### src/hw/rtl/spnh_ram.sv
// Generic simple dual-port RAM with registered read.
`default_nettype none
module spnh_ram #(
  parameter int WIDTH = 8,
  parameter int DEPTH = 16
) (
  input  wire logic                     clk,
  input  wire logic                     we,
  input  wire logic [$clog2(DEPTH)-1:0] waddr,
  input  wire logic [WIDTH-1:0]         wdata,
  input  wire logic [$clog2(DEPTH)-1:0] raddr,
  output logic      [WIDTH-1:0]         rdata
);

  logic [WIDTH-1:0] mem [DEPTH];

  always_ff @(posedge clk) begin
    if (we) begin
      mem[waddr] <= wdata;
    end
    rdata <= mem[raddr];
  end

endmodule
`default_nettype wire

### config.mk
export PLATFORM = sky130hd
export DESIGN_NAME = spnh_ram
export DESIGN_NICKNAME = d
export VERILOG_FILES = /design/src/hw/rtl/spnh_ram.sv
export SDC_FILE = /design/constraint.sdc
export NUM_CORES = 1
export LEC_CHECK = 0
export ABC_AREA = 1
export BUFFER_PORTS_ARGS = -buffer_cell sky130_fd_sc_hd__buf_2
export CORE_MARGIN = 1.5
export CORE_UTILIZATION = 50
export DETAILED_ROUTE_END_ITERATION = 7
export PLACE_DENSITY = 0.73
export SYNTH_ARGS = -nofsm -noshare
export SYNTH_HDL_FRONTEND = slang
export SYNTH_SLANG_ARGS = --single-unit
### constraint.sdc
create_clock -name clk -period 1 [get_ports clk]
set_clock_uncertainty 0.1 [all_clocks]
set_input_delay 0.05 -clock clk [delete_from_list [all_inputs] [get_ports clk]]
set_output_delay 0.05 -clock clk [all_outputs]
set_load 0.03 [all_outputs]
; Word level (Yosys, flattened, before mapping)
; Memory sizes are Yosys's and may differ from the RTL's. A register that Yosys moved wholly into a read port is not among the register bits.
; Cells that the tools add are included.
[classes]
mux = 2
[ops]
columns = operator, n
row1 = 1-bit 2-to-1 mux, 2
[totals]
memories = 1
ramBits = 128
ff_bits = 0
[mem_list]
columns = memory, words, word_bits, read_ports, rd_clocked_by_memory_dff, wr, line
row1 = mem, 16, 8, 1, 1, 1, 15  ; logic [WIDTH-1:0] mem [DEPTH];

; Depth between registers and ports, before layout
[depth]
ltp_word = 2
ltp_mapped = 8

; Least setup slack after synthesis
; OpenSTA, ideal clock, no wires.
[synth_timing]
path_type = input to register
startpoint = input port waddr[3]
endpoint = memory mem[4][0] (enable)
path_stages = 2
path_buffers = 0
t_arrival_ps = 631
path_slack_ps = -101
setup_time_ps = 370
t_required_ps = 530
path_cell_list = nand3b_1 > nor2_1
[synth_lines]
columns = element, line
row1 = "start, declared", 9  ; input wire logic [$clog2(DEPTH)-1:0] waddr,
row2 = "end, declared", 15
; Straight into the memory's write port.

==> reports/metrics.cfg <==
[status]
status = finished with violations
violations = setup timing

[global_route]
grt_max_degree = 31
antenna_found_initial = 0
track_usage_pct = 22.9
overflow = 0
grt_pass1_vias = 3800
grt_first_pass_wirelength_mm = 19.3

[critical_path]
slowest_stage = edfxtp_1
crit_fanout = 1
crit_chain = inv_1 > nand2_1 > nand3_2 > nand3_2 > nand3_2 > nand2_2
worst-setup-path-type = reg -> reg
worstPathRequired_ps = 1200
crit_family = simple AND/OR/NAND/NOR gates
worst-path-buf-inv = 1
reg2reg_slack_ps = -80
cp_common_cell = nand3_2
end_kind = flip-flop
cp_data_arrival_time_ps = 1280
critPathLaunchType = flip-flop
critPathMaxStageDelay_ps = 370

[yosys]
synth-async-reset-ratio_pct = 0
syn_area_per_cell_um2 = 10.5
netlist.top_cell.by_area = edfxtp_1
synth-seq-cells = 136
synth_cell_types = 12
synth_area_leaders = edfxtp_1, nand2_1, nand3_1
synth_cells = 551
synthesis.nets = 569
seq_area_frac_synth_pct = 69.4
synthTopCellsByCount = nand2_1, edfxtp_1, inv_1
synthFlopType = edfxtp_1
synthesis.area_mm2 = 0.00577
yosysMostFrequentCell = nand2_1
yosys_warnings = 0
synth_edf_count = 128
synth.top_cell.area_share_pct = 66.7

[drt]
avgRoutedWirePerCell_um = 16.4
drt_iter0_drc = 313
first_pass_iters = 5
vias_per_cell = 5.04
drc = 0
final_antenna_net_count = 0
vias = 3887
routed_wirelength_mm = 12.6

[sta]
max_freq_ghz = 0.927
period_share_pct = 108
hold_viol_final = 0
rsz0062_at_grt = true
setup_viol = 15
fin_hold_ws_ps = 47.6
fin_ws_ps = -78.8
tightest_slew_ps = 386
slew_viol_final = 0
fin_crit_ps = 1080
slew_headroom_pct = 74.2

[clock_network]
path_clk_slew_ps = 60
cts-root-buf = clkbuf_16
cts_tree = done
insertion_delay_ps = 410
htree_levels = 4
cts_max_path_buffers = 2
cts_made_buffers = 17
cts_sinks = 136
post-cts-setup-buffers = 0

[cells_and_area]
drive_gt1_share_pct = 23.1
fin_nets = 633
fin_util_pct = 64.4
seq_area_mm2 = 0.00401
num_antenna_cells = 0
multiInputGateArea_mm2 = 0.00140
nFillCells = 830
synthToLayoutAreaGrowth_pct = 26.5

[floorplan]
dieArea_mm2 = 0.0122
ios = 26
initial_utilization_pct = 50.9
die_w_um = 110
die_h_um = 110
fp-row-count = 39
coreArea_mm2 = 0.0113

[worst_hold_path]
hp-class = in -> reg

[pwr]
leakage_nw = 3.17
pwr-share-comb_pct = 7.2
intPower_w = 0.0118
max-vdd-ir-drop_v = 0.00113
power_density_mw_per_mm2 = 2020
p_sw_share_pct = 19.8
p_clk_share_pct = 49.2
switchingPower_w = 0.00292
power_frac_seq_pct = 43.6

[placement]
globalplace.congestion = 0.881
post-dp-hpwl_mm = 8.18
port-buffer-count = 25

[flow_run]
drv_cap = 0

[flip-flops by register name, indices dropped and copies added (netlist names)]
signal	flops
rdata	8
mem	128
[timing repair]
item,CTS,global route
endpoints found under the setup margin,16,16
hold buffers,9,0
resized for setup,48,15
hold endpoints to repair,131,0
pin swaps,29,11
[per-layer routing]
layer | GRT usage [%] | vias to the layer above | part of all wire (%)
met3 | 4.53 | 31 | 4.4
li1 | - | 1901 | -
met5 | 0 | - | 0
met1 | 27.5 | 1837 | 41
met4 | 9.80 | 0 | 2.8
met2 | 40.2 | 118 | 52
[power by group through the flow]
stage | clock network (W) | logic, W | registers [W]
6_report | 0.00725 | 0.00106 | 0.00643
5_1_grt | 0.00755 | 0.00115 | 0.00644
4_1_cts | 0.00734 | 0.00103 | 0.00643
3_5_place_dp | 0 | 0.000911 | 0.00653
3_3_place_gp | 0 | 0.000891 | 0.00652
2_1_floorplan | 0 | 0.000454 | 0.00660
[final timing paths]
check	to	cells past startpoint	from
max reg2reg	rdata[6]$_DFF_P_	6	mem[4][6]$_DFFE_PP_
min	rdata[2]$_DFF_P_	4	raddr[3]
min reg2reg	rdata[2]$_DFF_P_	6	mem[6][2]$_DFFE_PP_
max	rdata[6]$_DFF_P_	6	mem[4][6]$_DFFE_PP_
[final cells by class]
class | instances | share of cell area, %
multi-input combinational | 289 | 19.2
timing repair buffer | 69 | 8.44
tap | 143 | 2.45
inverter | 102 | 5.25
sequential | 136 | 55.0
clock inverter | 12 | 3.38
clock buffer | 20 | 6.26
[layout by cell type (no fill, tap or decap)]
cell             n
nand2_1        166
edfxtp_1       128
inv_1           98
nand3_1         68
nand3_2         28
buf_4           28
clkbuf_16       17
buf_2           17
nor2_1          11
dlygate4sd3_1    9
buf_6            8
dfxtp_2          8
nand2_2          7
bufinv_16        7
buf_12           7
nor2_2           6
inv_2            4
clkinvlp_4       3
nand3b_1         2
clkbuf_8         2
nand3_4          1
clkinv_4         1
clkbuf_1         1
clkinv_2         1
[worst min-delay path, cell delays in order]
cell	delay [ps]
buf_2	100
inv_1	180
nand3_1	140
nand2_1	40
[per-stage QoR]
stage                     area, µm²  power, W  TNS (ps)  setup slack, ps  std cells
after floorplan                5780   0.00705     -8040             -101        551
after global placement         6270   0.00742    -18710             -202        730
after detailed placement       6270   0.00744    -23340             -225        730
after CTS                      7240    0.0148      -437            -45.3        771
after global routing           7290    0.0151     -1090             -122        771
final                          7290    0.0147      -405            -78.8        771
[kinds of logic after synthesis]
family | Yosys count | synth area share (%)
buffers and inverters | 126 | 9.52
DFF | 136 | 69.4
and+or+nand+nor | 289 | 21.0
Note: power is estimated with default switching activity, not from simulation.
