===== src/hw/rtl/spnh_pkg.sv =====
// Shared types and constants of the shortest-path next-hop table.
`default_nettype none
package spnh_pkg;

  localparam int unsigned WEIGHT_W = 27;
  localparam logic [WEIGHT_W-1:0] NO_LINK = 27'd99999999;

  localparam logic OP_WRITE   = 1'b0;
  localparam logic OP_COMPUTE = 1'b1;

  localparam logic REG_NODE_COUNT = 1'b0;

  typedef struct packed {
    logic                op;
    logic [3:0]          row;
    logic [3:0]          col;
    logic [WEIGHT_W-1:0] weight;
    logic [3:0]          source;
  } cmd_item_t;

  typedef struct packed {
    logic [3:0]          dest;
    logic [WEIGHT_W-1:0] metric;
    logic [3:0]          next_hop;
    logic                is_self;
    logic                last;
  } tbl_item_t;

  typedef enum logic [3:0] {
    ST_IDLE,
    ST_SEL,
    ST_SEL_DRAIN,
    ST_SEL_CHK,
    ST_RELAX,
    ST_RELAX_DRAIN,
    ST_EMIT_RD,
    ST_EMIT_DATA,
    ST_WALK,
    ST_OUT
  } state_t;

endpackage
`default_nettype wire


===== src/hw/rtl/spnh_alu.sv =====
// Shared saturating adder and less-than comparator.
`default_nettype none
module spnh_alu (
  input  wire logic [spnh_pkg::WEIGHT_W-1:0] a,
  input  wire logic [spnh_pkg::WEIGHT_W-1:0] b,
  input  wire logic [spnh_pkg::WEIGHT_W-1:0] c,
  input  wire logic                          add_en,
  output logic      [spnh_pkg::WEIGHT_W-1:0] sum,
  output logic                               lt
);
  import spnh_pkg::*;

  logic [WEIGHT_W:0] raw;

  always_comb begin
    raw = {1'b0, a} + (add_en ? {1'b0, b} : '0);
    sum = (raw > {1'b0, NO_LINK}) ? NO_LINK : raw[WEIGHT_W-1:0];
    lt  = sum < c;
  end

endmodule
`default_nettype wire


===== config.mk =====
export PLATFORM = sky130hd
export DESIGN_NAME = spnh_alu
export DESIGN_NICKNAME = d
export VERILOG_FILES = /design/src/hw/rtl/spnh_pkg.sv /design/src/hw/rtl/spnh_alu.sv
export SDC_FILE = /design/constraint.sdc
export NUM_CORES = 1
export LEC_CHECK = 0
export BUFFER_PORTS_ARGS = -buffer_cell sky130_fd_sc_hd__buf_2
export CORE_MARGIN = 4
export CORE_UTILIZATION = 46
export DETAILED_ROUTE_END_ITERATION = 10
export PLACE_DENSITY = 0.78
export SYNTH_ARGS = -nofsm -noshare
export SYNTH_HDL_FRONTEND = slang
export SYNTH_SLANG_ARGS = --single-unit

===== constraint.sdc =====
create_clock -name vclk -period 6.05
set_clock_uncertainty 0.15 [all_clocks]
set_input_delay 0.3025 -clock vclk [all_inputs]
set_output_delay 0.3025 -clock vclk [all_outputs]
set_load 0.005 [all_outputs]

Word-level counts from Yosys, hierarchy flattened. Cells that the tools add are included.

Output and inout bits: 28. Bits of input ports: 82. Register bits after elaboration: 0. Word-level logic and storage cells: 5.

Add/sub/neg operators: 1. Muxes and demuxes: 2. Magnitude comparators: 2.

Operators with widths (count): $mux W27 (2); $add A27 B27 Y28 (1); $gt A28 B27 Y1 const B (1); $lt A27 B27 Y1 (1).

Logic depth before layout (Yosys ltp).
Depth after elaboration: 5. Mapped depth: 24. Gate-level depth less buffers: 23.

Worst setup path after synthesis. No wires, ideal clock.

Path kind: input port to output port. Start: input port add_en. End: output port lt. Path slack: 0.693 ns. Buffers on the path: 3. Arrival: 4.904 ns. Stages on the path: 23. Required time: 5.597 ns. Cells stage by stage: clkbuf_1 and2_1 ha_1 clkbuf_1 a21oi_1 o21ai_0 mux2i_1 o21ai_0 a311oi_1 nand4_1 a211oi_1 o211ai_1 buf_2 and3_1 ha_1 a21o_1 a21o_1 a21o_1 a21o_1 a21oi_1 nor2_1 or3_1 o41ai_2.

Cells in the longest elaborated chain, start to end: 5.

RTL lines: from (decl) (RTL line spnh_alu.sv:7) `input wire logic add_en,`; $mux W27 * (RTL line spnh_alu.sv:16) `raw = {1'b0, a} + (add_en ? {1'b0, b} : '0);`; $add A27 B27 Y28 * (RTL line spnh_alu.sv:16); $gt A28 B27 Y1 (RTL line spnh_alu.sv:17) `sum = (raw > {1'b0, NO_LINK}) ? NO_LINK : raw[WEIGHT_W-1:0];`; $mux W27 * (RTL line spnh_alu.sv:17); named net sum, one bit (RTL line spnh_alu.sv:8) `output logic [spnh_pkg::WEIGHT_W-1:0] sum,`; $lt A27 B27 Y1 * (RTL line spnh_alu.sv:18) `lt = sum < c;`; to (decl) (RTL line spnh_alu.sv:9) `output logic lt`.

The timed path passes the listed nets; every way through them passes the cells marked *.

Worst setup path in the final report.
Start: input port add_en. End: output port lt.

Cells in the longest elaborated chain, start to end: 5.

RTL lines (RTL line): $mux W27 * (spnh_alu.sv:16); $add A27 B27 Y28 * (spnh_alu.sv:16); $gt A28 B27 Y1 (spnh_alu.sv:17); $mux W27 * (spnh_alu.sv:17); $lt A27 B27 Y1 * (spnh_alu.sv:18).

Mark *: on every way between the ends. The rest lies on a longest branch, timed or not.

==> impl_metrics.toml <==
[detailed_routing]
drt_iter0_markers = 142
viasPerCell = 5.609
vias = 3074
drt-wirelength-per-cell_um = 13.86
antenna_left = 0
first_pass_iters = 5
wl_um = 7595
drc = 0

[sta]
period_minus_slack_ps = 5715
drv_slew = 0
post-route-period-util_pct = 94.47
relSlewSlack_pct = 72.35
worst_pin_slew_ps = 411.5
hold_viol_final = 0
hold-worst-slack_ps = 802.5
setup_violations = 0
fmax_mhz = 175.0

[worst_setup_path]
path_delay_family = "compound AO/OA/AOI/OAI gates"
crit_path_frequent_cell = "a21o_1"
critPathLaunchType = "input port"
worstPathRequired_ps = 5600
crit_chain = "buf_6 -> and2_1 -> ha_1 -> and3_1 -> a221o_1 -> a41oi_2 -> o211ai_2 -> a221oi_2 -> xnor2_2 -> nor4_2 -> o211ai_1 -> buf_4 -> and3_1 -> ha_1 -> a21o_1 -> a21o_1 -> a21o_1 -> a21o_1 -> a21oi_1 -> nor2_1 -> or3_1 -> o41ai_2 -> buf_2"
crit_arrival_ps = 5260
slowest_delay_ps = 400
end_kind = "output pin"
cp_max_fo = 27
critPathBufInv = 3
worstSetupPathType = "in -> out"
cp_slowest_cell = "or3_1"

[pwr]
ir_worst_vdd_mv = 0.05229
p_per_area_nw_per_um2 = 128.8
p_total_w = 0.0004134
leakagePower_nw = 1.784

[die]
die_h_um = 82.46
die-area_um2 = 6799
start_util_pct = 48.69
die_w_um = 82.46
core_area_um2 = 5238
ioPinCount = 110
fp-row-count = 26

[synth]
syn-num-nets = 511
yosysTopAreaCell = "ha_1"
yosysSeqAreaShare_pct = 0
synth.avg_cell_area_um2 = 6.800
syn_inst = 375
synth_top_area_share_pct = 26.01
synth_warnings = 0
syn-cell-area_um2 = 2550
yosys.cell_types.count = 49
synth_area_leaders = "ha_1, a21oi_1, and2_1"

[finish]
clock_buffers = 0
final_layout_size_suffix_gt1_share_pct = 26.78
final_cells = 548
layout_common_cells = "buf_2, ha_1, a21oi_1, nand2_1, inv_1"
fin_nets = 616
seq_cell_count = 0
n_antenna_cell = 0
layout_commonest_cell = "buf_2"
area_growth_pct = 25.86
register_area_um2 = 0

[placed_design]
gp_congestion = 0.9609
io_buffers = 110
dp.cells = 546
dpl.hpwl_um = 6614

[grt]
antenna_found_initial = 0
gr-total-overflow = 0
grt_usage_pct = 20.97
grt_first_pass_wirelength_um = 11790
grt_pass1_vias = 2796
grt_max_degree = 28

[hold_path]
hold_class = "in -> out"

[run_status]
status = "complete, no violations"

[job]
cap_violations = 0

[clocking]
hold_buffers = 0
## through the flow
stage	setup TNS, ps	utilization, %	worst slack (ps)	area (um2)
4_1_cts	0	60.46	149.4	3167
3_3_place_gp	0	60.46	315.4	3167
3_5_place_dp	0	60.46	163.1	3167
6_report	0	61.28	334.8	3209
5_1_grt	-9.416	61.28	-9.416	3209
2_1_floorplan	0	-	693.4	2550
## layer usage
metal	up-vias	part of all wire, %	GRT usage (%)
li1	1579	-	-
met1	1388	45	27.26
met2	99	48	38.62
met3	8	6.2	0.4338
met4	0	1.3	3.821
met5	-	0	0
## cell type report
cell class | instances | area (um2)
well taps | 70 | 87.58
fillers | 521 | 2028
repair buffers | 116 | 601.8
multi-input cells | 330 | 2400
inverters | 32 | 120.1
## worst min-delay path: stages
cell	delay, ps
buf_2	100
nand2b_1	80
o41ai_2	60
buf_2	110
## cell usage after synthesis, types with 3 or more instances
library cell	count
inv_1	32
xor2_1	17
nand3_1	13
nor3_1	6
ha_1	53
o21ai_0	15
nand2_1	33
and2_1	26
nand2b_1	4
or3_1	6
o211ai_1	3
o21bai_1	3
o21ai_1	7
and3_1	8
a21oi_1	36
a21o_1	21
a31oi_1	7
nor2_1	20
nand4_1	11
clkbuf_1	11
xnor2_1	8
## path summary, 6_finish.rpt
check	startpoint	end	slack (ps)	depth (start not counted)
setup / recovery	add_en	lt	330	23
hold / removal	c[0]	lt	800	4
## where the power goes
part / switching [W] / internal, W / leakage (nW)
clock network: 0 / 0 / 0
registers: 0 / 0 / 0
logic: 0.000227 / 0.000186 / 1.78
total: 0.000227 / 0.000186 / 1.78
## logic make-up after synthesis
| logic type | after synthesis | synth area share, % |
|---|---|---|
| and+or+nand+nor | 137 | 28.02 |
| adders and majority gates | 54 | 26.79 |
| AOI/OAI and AO/OA | 113 | 29.49 |
| buffers and inverters | 45 | 6.722 |
| muxes | 1 | 0.3926 |
| xor gates and xnor gates | 25 | 8.587 |
## timing repair
item | 4_1_cts | 5_1_grt
setup buffers | 0 | 2
endpoints found under the setup margin | 0 | 1
resized for setup | 0 | 9
Note: power is estimated with default switching activity, not from simulation.
